===== src/rtl/core/ps2t_pkg.sv =====
`timescale 1ns / 1ps
`default_nettype none
// ----------------------------------------------------------------------------
// ps2t_pkg
// Shared types, scan code constants and the set 2 to ASCII key maps.
// ----------------------------------------------------------------------------
package ps2t_pkg;

  // Special scan codes (set 2)
  localparam logic [7:0] CODE_BREAK  = 8'hF0;
  localparam logic [7:0] CODE_LSHIFT = 8'h12;
  localparam logic [7:0] CODE_RSHIFT = 8'h59;
  localparam logic [7:0] CODE_BKSP   = 8'h66;

  // Fill character of an empty line entry
  localparam logic [7:0] BLANK = 8'h20;

  // What one scan code byte asks the text line to do
  typedef struct packed {
    logic [7:0] key;   // decoded character, 0 if none
    logic       bksp;  // backspace make code
  } ps2t_action_t;

  // Key map without Shift; unknown codes give 0
  function automatic logic [7:0] plain_char(input logic [7:0] code);
    logic [7:0] ch;
    unique case (code)
      8'h1C: ch = "a";  8'h32: ch = "b";  8'h21: ch = "c";  8'h23: ch = "d";
      8'h24: ch = "e";  8'h2B: ch = "f";  8'h34: ch = "g";  8'h33: ch = "h";
      8'h43: ch = "i";  8'h3B: ch = "j";  8'h42: ch = "k";  8'h4B: ch = "l";
      8'h3A: ch = "m";  8'h31: ch = "n";  8'h44: ch = "o";  8'h4D: ch = "p";
      8'h15: ch = "q";  8'h2D: ch = "r";  8'h1B: ch = "s";  8'h2C: ch = "t";
      8'h3C: ch = "u";  8'h2A: ch = "v";  8'h1D: ch = "w";  8'h22: ch = "x";
      8'h35: ch = "y";  8'h1A: ch = "z";
      8'h45: ch = "0";  8'h16: ch = "1";  8'h1E: ch = "2";  8'h26: ch = "3";
      8'h25: ch = "4";  8'h2E: ch = "5";  8'h36: ch = "6";  8'h3D: ch = "7";
      8'h3E: ch = "8";  8'h46: ch = "9";
      8'h70: ch = "0";  8'h69: ch = "1";  8'h72: ch = "2";  8'h7A: ch = "3";
      8'h6B: ch = "4";  8'h73: ch = "5";  8'h74: ch = "6";  8'h6C: ch = "7";
      8'h75: ch = "8";  8'h7D: ch = "9";
      8'h4E: ch = "-";  8'h55: ch = "=";  8'h5D: ch = " ";  8'h29: ch = " ";
      8'h54: ch = "[";  8'h5B: ch = "]";  8'h4C: ch = ";";  8'h52: ch = " ";
      8'h41: ch = ",";  8'h49: ch = ".";  8'h4A: ch = "/";  8'h71: ch = ".";
      default: ch = 8'h00;
    endcase
    return ch;
  endfunction

  // Key map with Shift held; unknown codes give 0
  function automatic logic [7:0] shift_char(input logic [7:0] code);
    logic [7:0] ch;
    unique case (code)
      8'h1C: ch = "A";  8'h32: ch = "B";  8'h21: ch = "C";  8'h23: ch = "D";
      8'h24: ch = "E";  8'h2B: ch = "F";  8'h34: ch = "G";  8'h33: ch = "H";
      8'h43: ch = "I";  8'h3B: ch = "J";  8'h42: ch = "K";  8'h4B: ch = "L";
      8'h3A: ch = "M";  8'h31: ch = "N";  8'h44: ch = "O";  8'h4D: ch = "P";
      8'h15: ch = "Q";  8'h2D: ch = "R";  8'h1B: ch = "S";  8'h2C: ch = "T";
      8'h3C: ch = "U";  8'h2A: ch = "V";  8'h1D: ch = "W";  8'h22: ch = "X";
      8'h35: ch = "Y";  8'h1A: ch = "Z";
      8'h45: ch = ")";  8'h16: ch = "!";  8'h1E: ch = "@";  8'h26: ch = "#";
      8'h25: ch = "$";  8'h2E: ch = "%";  8'h36: ch = "^";  8'h3D: ch = "&";
      8'h3E: ch = "*";  8'h46: ch = "(";
      8'h4E: ch = "_";  8'h55: ch = "+";  8'h5D: ch = "|";  8'h29: ch = " ";
      8'h4C: ch = ":";  8'h41: ch = "<";  8'h49: ch = ">";  8'h4A: ch = "?";
      8'h71: ch = ".";
      8'h70: ch = "0";  8'h69: ch = "1";  8'h72: ch = "2";  8'h7A: ch = "3";
      8'h6B: ch = "4";  8'h73: ch = "5";  8'h74: ch = "6";  8'h6C: ch = "7";
      8'h75: ch = "8";  8'h7D: ch = "9";
      default: ch = 8'h00;
    endcase
    return ch;
  endfunction

endpackage
`default_nettype wire


===== src/rtl/core/ps2t_decode.sv =====
`timescale 1ns / 1ps
`default_nettype none
// ----------------------------------------------------------------------------
// ps2t_decode
// Keyboard state (break prefix, Shift) and scan code to character decode.
// ----------------------------------------------------------------------------
module ps2t_decode
  import ps2t_pkg::*;
(
  input  wire logic         clk,
  input  wire logic         rst,
  input  wire logic         take,       // a scan code byte is accepted
  input  wire logic [7:0]   scan_code,
  output ps2t_action_t      action
);

  logic break_pending, break_pending_next;
  logic shift_held, shift_held_next;
  logic is_shift;

  assign is_shift = (scan_code == CODE_LSHIFT) || (scan_code == CODE_RSHIFT);

  // Classify the byte against the current keyboard state
  always_comb begin
    break_pending_next = break_pending;
    shift_held_next    = shift_held;
    action             = '0;
    priority if (break_pending) begin
      // byte after 0xF0 is a release: only Shift matters
      break_pending_next = 1'b0;
      if (is_shift) shift_held_next = 1'b0;
    end else if (scan_code == CODE_BREAK) begin
      break_pending_next = 1'b1;
    end else if (is_shift) begin
      shift_held_next = 1'b1;
    end else if (scan_code == CODE_BKSP) begin
      action.bksp = 1'b1;
    end else begin
      action.key = shift_held ? shift_char(scan_code) : plain_char(scan_code);
    end
  end

  always_ff @(posedge clk) begin
    if (rst) begin
      break_pending <= 1'b0;
      shift_held    <= 1'b0;
    end else if (take) begin
      break_pending <= break_pending_next;
      shift_held    <= shift_held_next;
    end
  end

endmodule
`default_nettype wire


===== src/rtl/core/ps2_scancode_to_text_line.sv =====
`timescale 1ns / 1ps
`default_nettype none
// ----------------------------------------------------------------------------
// ps2_scancode_to_text_line
// PS/2 set 2 scan codes to ASCII, kept in a LINE_DEPTH character text line.
// ----------------------------------------------------------------------------
// The block takes one item per clock and returns one result per item, in the
// cycle after acceptance, from a single output register. While a result waits
// for out_ready the input is held off; the cycle the result is taken, the next
// item enters, so items flow back to back with no gap. The text line sits in a
// single-port-write, registered-read memory; the write of one item and the
// read of the next never touch the same cycle, so no forwarding is needed.
// Memory entries at or above the cursor are never cleared; reads there
// return a space instead, so a full-line clear or a reset only moves the
// cursor to zero, with no clearing pass. Backspace moves the cursor back;
// reads of indexes at or beyond LINE_DEPTH return 0.
// ----------------------------------------------------------------------------
module ps2_scancode_to_text_line
  import ps2t_pkg::*;
#(
  parameter int LINE_DEPTH = 32
) (
  input  wire logic       clk,
  input  wire logic       rst,
  input  wire logic       in_valid,
  output logic            in_ready,
  input  wire logic       func,
  input  wire logic [7:0] scan_code,
  input  wire logic [4:0] read_index,
  output logic            out_valid,
  input  wire logic       out_ready,
  output logic [7:0]      key_char,
  output logic            line_changed,
  output logic            line_cleared,
  output logic [4:0]      cursor_pos,
  output logic [7:0]      read_char
);

  localparam int         AW        = $clog2(LINE_DEPTH);
  localparam logic [AW-1:0] LAST_POS = AW'(LINE_DEPTH - 1);
  localparam logic [8:0] DEPTH_9   = 9'(LINE_DEPTH);

  // Read data source codes
  localparam logic [1:0] RD_ZERO  = 2'd0;
  localparam logic [1:0] RD_BLANK = 2'd1;
  localparam logic [1:0] RD_MEM   = 2'd2;

  logic              accept;
  logic              take_byte;
  ps2t_action_t      action;

  logic [AW-1:0]     cursor, cursor_next;
  logic              changed_next, cleared_next;
  logic              wr_en;
  logic [1:0]        rd_src_next, rd_src;
  logic [7:0]        line_mem [LINE_DEPTH];
  logic [7:0]        mem_q;

  assign in_ready  = !out_valid || out_ready;
  assign accept    = in_valid && in_ready;
  assign take_byte = accept && !func;

  ps2t_decode u_decode (
    .clk       (clk),
    .rst       (rst),
    .take      (take_byte),
    .scan_code (scan_code),
    .action    (action)
  );

  // Cursor update and line write for one byte
  always_comb begin
    cursor_next  = cursor;
    changed_next = 1'b0;
    cleared_next = 1'b0;
    wr_en        = 1'b0;
    if (!func) begin
      if (action.bksp) begin
        if (cursor != '0) begin
          cursor_next  = cursor - 1'b1;
          changed_next = 1'b1;
        end
      end else if (action.key != 8'h00) begin
        changed_next = 1'b1;
        wr_en        = 1'b1;
        if (cursor == LAST_POS) begin
          cursor_next  = '0;
          cleared_next = 1'b1;
        end else begin
          cursor_next = cursor + 1'b1;
        end
      end
    end
  end

  // Where the read character comes from
  always_comb begin
    rd_src_next = RD_ZERO;
    if (func) begin
      if (9'(read_index) < DEPTH_9) begin
        rd_src_next = (9'(read_index) < 9'(cursor)) ? RD_MEM : RD_BLANK;
      end
    end
  end

  // Text line memory
  always_ff @(posedge clk) begin
    if (accept && wr_en) line_mem[cursor] <= action.key;
    if (accept && func)  mem_q <= line_mem[AW'(read_index)];
  end

  // Result register
  always_ff @(posedge clk) begin
    if (rst) begin
      out_valid <= 1'b0;
      cursor    <= '0;
    end else begin
      if (accept) begin
        out_valid <= 1'b1;
        cursor    <= cursor_next;
      end else if (out_ready) begin
        out_valid <= 1'b0;
      end
    end
  end

  always_ff @(posedge clk) begin
    if (accept) begin
      key_char     <= func ? 8'h00 : action.key;
      line_changed <= changed_next;
      line_cleared <= cleared_next;
      rd_src       <= rd_src_next;
    end
  end

  assign cursor_pos = 5'(cursor);

  always_comb begin
    unique case (rd_src)
      RD_MEM:   read_char = mem_q;
      RD_BLANK: read_char = BLANK;
      default:  read_char = 8'h00;
    endcase
  end

endmodule
`default_nettype wire


===== config.mk =====
export PLATFORM = sky130hd
export DESIGN_NAME = ps2_scancode_to_text_line
export DESIGN_NICKNAME = d
export VERILOG_FILES = /design/src/rtl/core/ps2t_pkg.sv /design/src/rtl/core/ps2t_decode.sv /design/src/rtl/core/ps2_scancode_to_text_line.sv
export SDC_FILE = /design/constraint.sdc
export NUM_CORES = 1
export LEC_CHECK = 0
export ABC_AREA = 1
export BUFFER_PORTS_ARGS = -buffer_cell sky130_fd_sc_hd__clkbuf_2
export CAP_MARGIN = 30
export CORE_MARGIN = 1.5
export CORE_UTILIZATION = 30
export DETAILED_ROUTE_END_ITERATION = 12
export PLACE_DENSITY_LB_ADDON = 0.08
export SLEW_MARGIN = 25
export SYNTH_ARGS = -nofsm -noshare
export SYNTH_HDL_FRONTEND = slang
export SYNTH_SLANG_ARGS = --single-unit

===== constraint.sdc =====
create_clock -name clk -period 5.6 [get_ports clk]
set_input_delay 1.12 -clock clk [delete_from_list [all_inputs] [get_ports clk]]
set_output_delay 1.12 -clock clk [all_outputs]
set_load 0.05 [all_outputs]

# After elaboration in Yosys (flattened, before gate mapping)
# Memories as Yosys holds them, arrays and structs flattened. A register that Yosys moved wholly into a read port is not among the register bits.
# Index checks and enable logic that the tools add are counted.
[word_totals] wordCells=70 reg_bits=20 ram_bits=256 mem_bits_ro=1792 mem_count=3 out_inout_bits=25 input_bits=18
[op_classes] n_bitwise=2 order_cmp=1 n_mux=30 n_eq_ne=9 n_addsub=2 n_reduce_logical=15
[memory_table] memory="(no name shown)" depth=128 word_bits=7 rd=1 rd_clocked_by_memory_dff=0 wr=0 line_no="ps2t_pkg.sv:52" text="unique case (code)"
[memory_table] memory="(no name shown)" depth=128 word_bits=7 rd=1 rd_clocked_by_memory_dff=0 wr=0 line_no="ps2t_pkg.sv:27" text="unique case (code)"
[memory_table] memory="line_mem" depth=32 word_bits=8 rd=1 rd_clocked_by_memory_dff=1 wr=1 line_no="ps2_scancode_to_text_line.sv:56" text="logic [7:0] line_mem [LINE_DEPTH];"
[op_table] cell="$mux W8" n=4
[op_table] cell="$mux W9" n=3
[op_table] cell="$mux W5" n=4
[op_table] cell="$mux W1" n=17
[op_table] cell="$eq A8 B7 Y1 const B" n=2
[op_table] cell="$pmux W8 S2" n=1
[op_table] cell="$eq A8 B5 Y1 const B" n=1
[op_table] cell="$eq A8 B8 Y1 const B" n=1
[op_table] cell="$reduce_bool A8 Y1" n=1
[op_table] cell="$add A5 B1 Y5 const B" n=1
[op_table] cell="$eq A5 B5 Y1 const B" n=1
[op_table] cell="$lt A5 B5 Y1" n=1
[op_table] cell="$reduce_bool A5 Y1" n=1
[op_table] cell="$sub A5 B1 Y5 const B" n=1
[op_table] cell="$logic_and A1 B1 Y1" n=4
[op_table] cell="$ne A2 B1 Y1 const B" n=2
[op_table] cell="$reduce_and A4 Y1" n=1
[op_table] cell="$reduce_bool A2 Y1" n=2
[op_table] cell="$reduce_and A3 Y1" n=1
[op_table] cell="$reduce_or A3 Y1" n=1
[op_table] cell="$eq A2 B1 Y1 const B" n=1
[op_table] cell="$eq A2 B2 Y1 const B" n=1
[op_table] cell="$logic_not A1 Y1" n=2
[op_table] cell="$logic_or A1 B1 Y1" n=2
[op_table] cell="2 further kinds" n=3

# Depth between registers and ports, before layout
# An unclocked memory read counts as a cell.
[logic_depth] ltp_word=14 depth_mapped=20 mapped_depth_nobuf=20

# Hierarchy
# From an unflattened synthesis, not the netlist that was laid out.
[hier_totals] hier_cells=1411 area_unflattened_um2=13569.3
[by_module_without_submodules] module="ps2_scancode_to_text_line" cells_each=1075 area_per_inst_um2=11916.4 n_inst=1 seq_area_each_um2=8408.1
[by_module_without_submodules] module="ps2t_decode" cells_each=336 area_per_inst_um2=1652.8 n_inst=1 seq_area_each_um2=40.0

# Least setup slack after synthesis
# Ideal clock, no wire load.
[synth_path] path_kind="input to register" start="input scan_code[1]" end="memory line_mem[24][0], enable pin" slack_ns=1.202 setup_ns=0.360 required_time_ns=5.240 arrival_ns=4.038 path_buffers=0 cell_stages=16 path_cell_list="inv_1 ha_1 nand2_2 nand2_1 o21ai_0 nand2_1 nand2_1 nand3_1 nand3_1 a21oi_1 nor2_1 nand2_1 nand2_1 nor2_4 nand2_2 nor2_1"
[synth_rtl] element="start, declared" line_no="ps2_scancode_to_text_line.sv:28" text="input wire logic [7:0] scan_code,"
[synth_rtl] element="end, declared" line_no="ps2_scancode_to_text_line.sv:56"

# Final worst setup path
[layout_path] start="input scan_code[1]" end="memory line_mem[22][2], enable pin"
[layout_via] elab_chain_cells=14 word_cells_on_any_way=22 classes_between="eq/ne (4); mux (13); reduce/logical (3); memory (2)"
[layout_rtl] element="$mem_v2 Z128 W7 (on tied branches)"
[layout_rtl] element="$mux W8 (on tied branches)" line_no="ps2t_pkg.sv:27, ps2t_pkg.sv:52"
[layout_rtl] element="$mux W8" line_no="ps2t_decode.sv:39" text="action.key = shift_held ? shift_char(scan_code) : plain_char(scan_code);"
[layout_rtl] element="$mux W8" line_no="ps2t_decode.sv:36" text="end else if (scan_code == CODE_BKSP) begin"
[layout_rtl] element="$mux W9" line_no="ps2t_decode.sv:34" text="end else if (is_shift) begin"
[layout_rtl] element="$mux W9 *" line_no="ps2t_decode.sv:32" text="end else if (scan_code == CODE_BREAK) begin"
[layout_rtl] element="$mux W9 *" line_no="ps2t_decode.sv:28" text="priority if (break_pending) begin"
[layout_rtl] element="$reduce_bool A8 Y1" line_no="ps2_scancode_to_text_line.sv:83" text="end else if (action.key != 8'h00) begin"
[layout_rtl] element="$mux W1" line_no="ps2_scancode_to_text_line.sv:83"
[layout_rtl] element="$mux W1 *" line_no="ps2_scancode_to_text_line.sv:78" text="if (action.bksp) begin"
[layout_rtl] element="$mux W1 *" line_no="ps2_scancode_to_text_line.sv:77" text="if (!func) begin"
[layout_rtl] element="$logic_and A1 B1 Y1 *" line_no="ps2_scancode_to_text_line.sv:108" text="if (accept && wr_en) line_mem[cursor] <= action.key;"
[layout_rtl] element="$mux W1 *" line_no="ps2_scancode_to_text_line.sv:108"
[layout_rtl] element="$mux W1 (implied by the code) *" line_no="ps2_scancode_to_text_line.sv:108"
# Every way passes the cells marked *; elsewhere a longest branch is shown, timed or not.

==> metrics.md <==
| Metric | Value |
|---|---|
| Status | completed |
| Number of global-route vias before repair | 8640 |
| Pwr Density | 320 nW/µm² |
| Global-route usage over all layers | 18.3% |
| Reg clk slew, reported paths | 0.06 ns |
| Most common cell in the netlist | edfxtp_1 |
| Starting Density | 30.4% |
| Die area | 40200 µm² |
| CTS Buf Count | 27 |
| TritonCTS clock tree | done |
| Largest net degree at the start of global routing | 72 |
| Combinational power share | 11.7% |
| Layout Utilization | 34.5% |
| GRT Residual Overflow | 0 |
| Post-synth EDFFs | 242 |
| Top cell type's share of synthesized area | 62.1% |
| Worst Path Buf+Inv | 4 |
| Remaining antenna violation count | 0 |
| Chip Width | 201 µm |
| Setup crit end kind | flop |
| Pre-antenna DRT Iters | 7 |
| Bufs on Longest Clock Path | 3 |
| Min cycle time layout | 4.16 ns |
| Unrepaired setup endpoints after global routing | false |
| Register share of total power | 49.5% |
| Final Hold Vio Count | 0 |
| Placed Area | 12500 µm² |
| Crit share post-route | 74.2% |
| Syn avg cell area | 10.2 µm² |
| Area delta synth->final | 13.6% |
| CP Launch Type | primary input |
| Cts repair resizes | 0 |
| RD Place Congestion | 0.888 |
| Yosys reg bits | 250 |
| DP Worst Slack | 0.880 ns |
| Post-Syn Area | 11700 µm² |
| CP Max Fanout | 8 |
| Switching Share | 26.2% |
| Synth warn | 0 |
| Clock power share | 38.9% |
| Post-synth top cells | 242 x edfxtp_1, 209 x nor2_1, 195 x nand2_1, 130 x o21ai_0, 67 x nand3_1 |
| Total Wirelength | 36900 µm |
| Hpwl dp | 24100 µm |
| Hold Crit Class | flop to flop |
| Ratio of cells with drive above 1 in the final layout | 9.38% |
| Row count | 72 |
| Total power | 4.26 mW |
| Worst slew pin tran | 0.853 ns |
| Slew headroom | 43.1% |
| Worst Setup Slack, final | 1.44 ns |
| Root Driver | clkbuf_16 |
| Setup violators final | 0 |
| Unique cell type count in the Yosys netlist | 34 |
| Initial antenna violation count | 1 |
| Port Buffers | 40 |
| CP Data Arrival Time | 4.32 ns |
| Max-slew violations | 0 |
| Register area share after synthesis | 63.4% |
| Critical path's largest stage delay | 0.69 ns |
| CTS Sinks | 250 |
| Cell taking the most area after synthesis | edfxtp_1 |
| DRT iter0 DRCs | 791 |
| # Max-Cap Violations | 0 |
| Synth Flop Type | edfxtp_1 |
| Crit-path cells | clkbuf_2, inv_1, ha_1, nand2_1, nand3_1, nand2_1, nand2_1, inv_1, nor2_1, inv_1, nand2_1, nand2_1, nand2_1, nand2_1, nand2_1, nor2_1, nand2_1, nand2_1, nor2_4, nand2_2, nor2_1 |
| Fill count | 3987 |
| Async S/R FF share, synth | 0% |
| WL/cell | 21.6 µm |
| Int Pwr | 3.14 mW |
| CTS H-tree lvls | 1 |
| Switching pwr | 1.12 mW |
| F_max | 241 MHz |
| Postcts setup bufs | 0 |
| Synth area leaders | edfxtp_1 62%, nor2_1 6.7%, nand2_1 6.3% |
| Die height | 201 µm |
| Clock latency on the worst-skew pair | 0.54 ns |
| Setup Skew | 0.0118 ns |
| Reg area | 7430 µm² |
| Via count | 8719 |
| Drt via density | 5.09 |
| Core footprint | 38600 µm² |
| Setup CP Type | primary input to flop |
| Lkg Pwr | 4.78 nW |
| Post-route setup TNS | 0 ns |
| Maximum vdd ir drop | 0.209 mV |
| First-pass GRT wire length | 55800 µm |
| Hold-fix buffers, CTS | 0 |
| Slowest cell on crit path | nor2_1 |
| Drt drc | 0 |
| Worst path required time | 5.76 ns |
| I/O pin count | 43 |
| NumNets Final | 1212 |
| Top delay family on crit path | simple AND/OR/NAND/NOR gates |
| Most frequent CP cell | nand2_1 |
| Fin area | 13300 µm² |
| Synth Instances | 1145 |
| Multi-input gate area | 3790 µm² |
path summary, 6_finish.rpt:
path                                  startpoint                                to  slack [ns]  cells past startpoint
max                                 scan_code[1]         line_mem[22][2]$_DFFE_PP_        1.44                     21
min          u_decode.break_pending$_SDFFE_PP0P_  u_decode.shift_held$_SDFFE_PP0P_        0.50                      1
max reg2reg     u_decode.shift_held$_SDFFE_PP0P_         line_mem[22][2]$_DFFE_PP_        1.80                     14
min reg2reg  u_decode.break_pending$_SDFFE_PP0P_  u_decode.shift_held$_SDFFE_PP0P_        0.50                      1
logic make-up (layout without fill, tap and decap cells):
family	count (synthesis)	in the layout	synth area share (%)
and+or+nand+nor	498	498	17.4
DFF	250	250	63.4
AOI/OAI and AO/OA	242	242	12.4
buffers and inverters	130	178	4.30
adders and majority gates	20	20	2.14
xor gates and xnor gates	4	4	0.299
other	1	3	0.0320
power groups by stage:
stage / sequential [mW] / combinational (mW) / clock, mW
after floorplan: 2.17 / 0.289 / 0
after global placement: 2.15 / 0.508 / 0
after detailed placement: 2.15 / 0.499 / 0
after CTS: 2.11 / 0.501 / 1.70
after global routing: 2.11 / 0.546 / 1.76
final: 2.11 / 0.496 / 1.65
sequential cells by signal, summed over array words and instances (netlist names):
| name | cells |
|---|---|
| u_decode.break_pending | 1 |
| cursor_pos | 5 |
| line_mem | 224 |
| line_cleared | 1 |
| rd_src | 2 |
| key_char | 7 |
| u_decode.shift_held | 1 |
| line_changed | 1 |
| mem_q | 7 |
| out_valid | 1 |
placed cells by master, fill, tap and decap left out, types with 2 or more instances in the layout:
cell type	synthesis	final
a21oi_1	29	28
nand2_2	7	7
xor2_1	3	3
clkinv_2	0	4
buf_4	2	17
a211oi_1	2	2
nor2_4	2	2
o21ai_0	130	130
a31oi_1	10	10
o221ai_1	44	44
clkbuf_1	50	7
inv_2	5	5
clkinv_1	8	20
dfxtp_1	8	8
conb_1	1	2
o22ai_1	14	14
clkbuf_2	0	39
clkbuf_16	0	27
inv_1	58	53
nor2_1	209	209
edfxtp_1	242	242
o21a_1	2	2
a32oi_1	6	6
inv_6	0	2
nand3_2	2	2
ha_1	20	20
nand4_1	9	9
nand2_1	195	195
o211ai_1	4	4
nor3_1	4	4
nand3_1	67	67
metrics by stage:
step | cells | hold slack (ns)
after floorplan | 1146 | 0.455
after global placement | 1662 | 0.502
after detailed placement | 1663 | 0.497
after CTS | 1712 | 0.501
after global routing | 1712 | 0.537
final | 1713 | 0.497
cell type report:
type / instances / share of cell area [%]
sequential: 250 / 55.9
multi-input combinational: 766 / 28.5
clock buffer: 34 / 5.28
tap: 518 / 4.87
timing repair buffer: 58 / 2.69
inverter: 71 / 2.01
clock inverter: 15 / 0.753
antenna: 1 / 0.0188
metal layers:
layer	vias up	global-route usage, %	share of wire [%]
met1	4300	25.5	46
met2	244	30.1	47
li1	4125	-	-
met5	-	0	0
met4	0	5.32	2.3
met3	50	1.96	4.5
No activity file was read; power rests on OpenSTA's default activity.
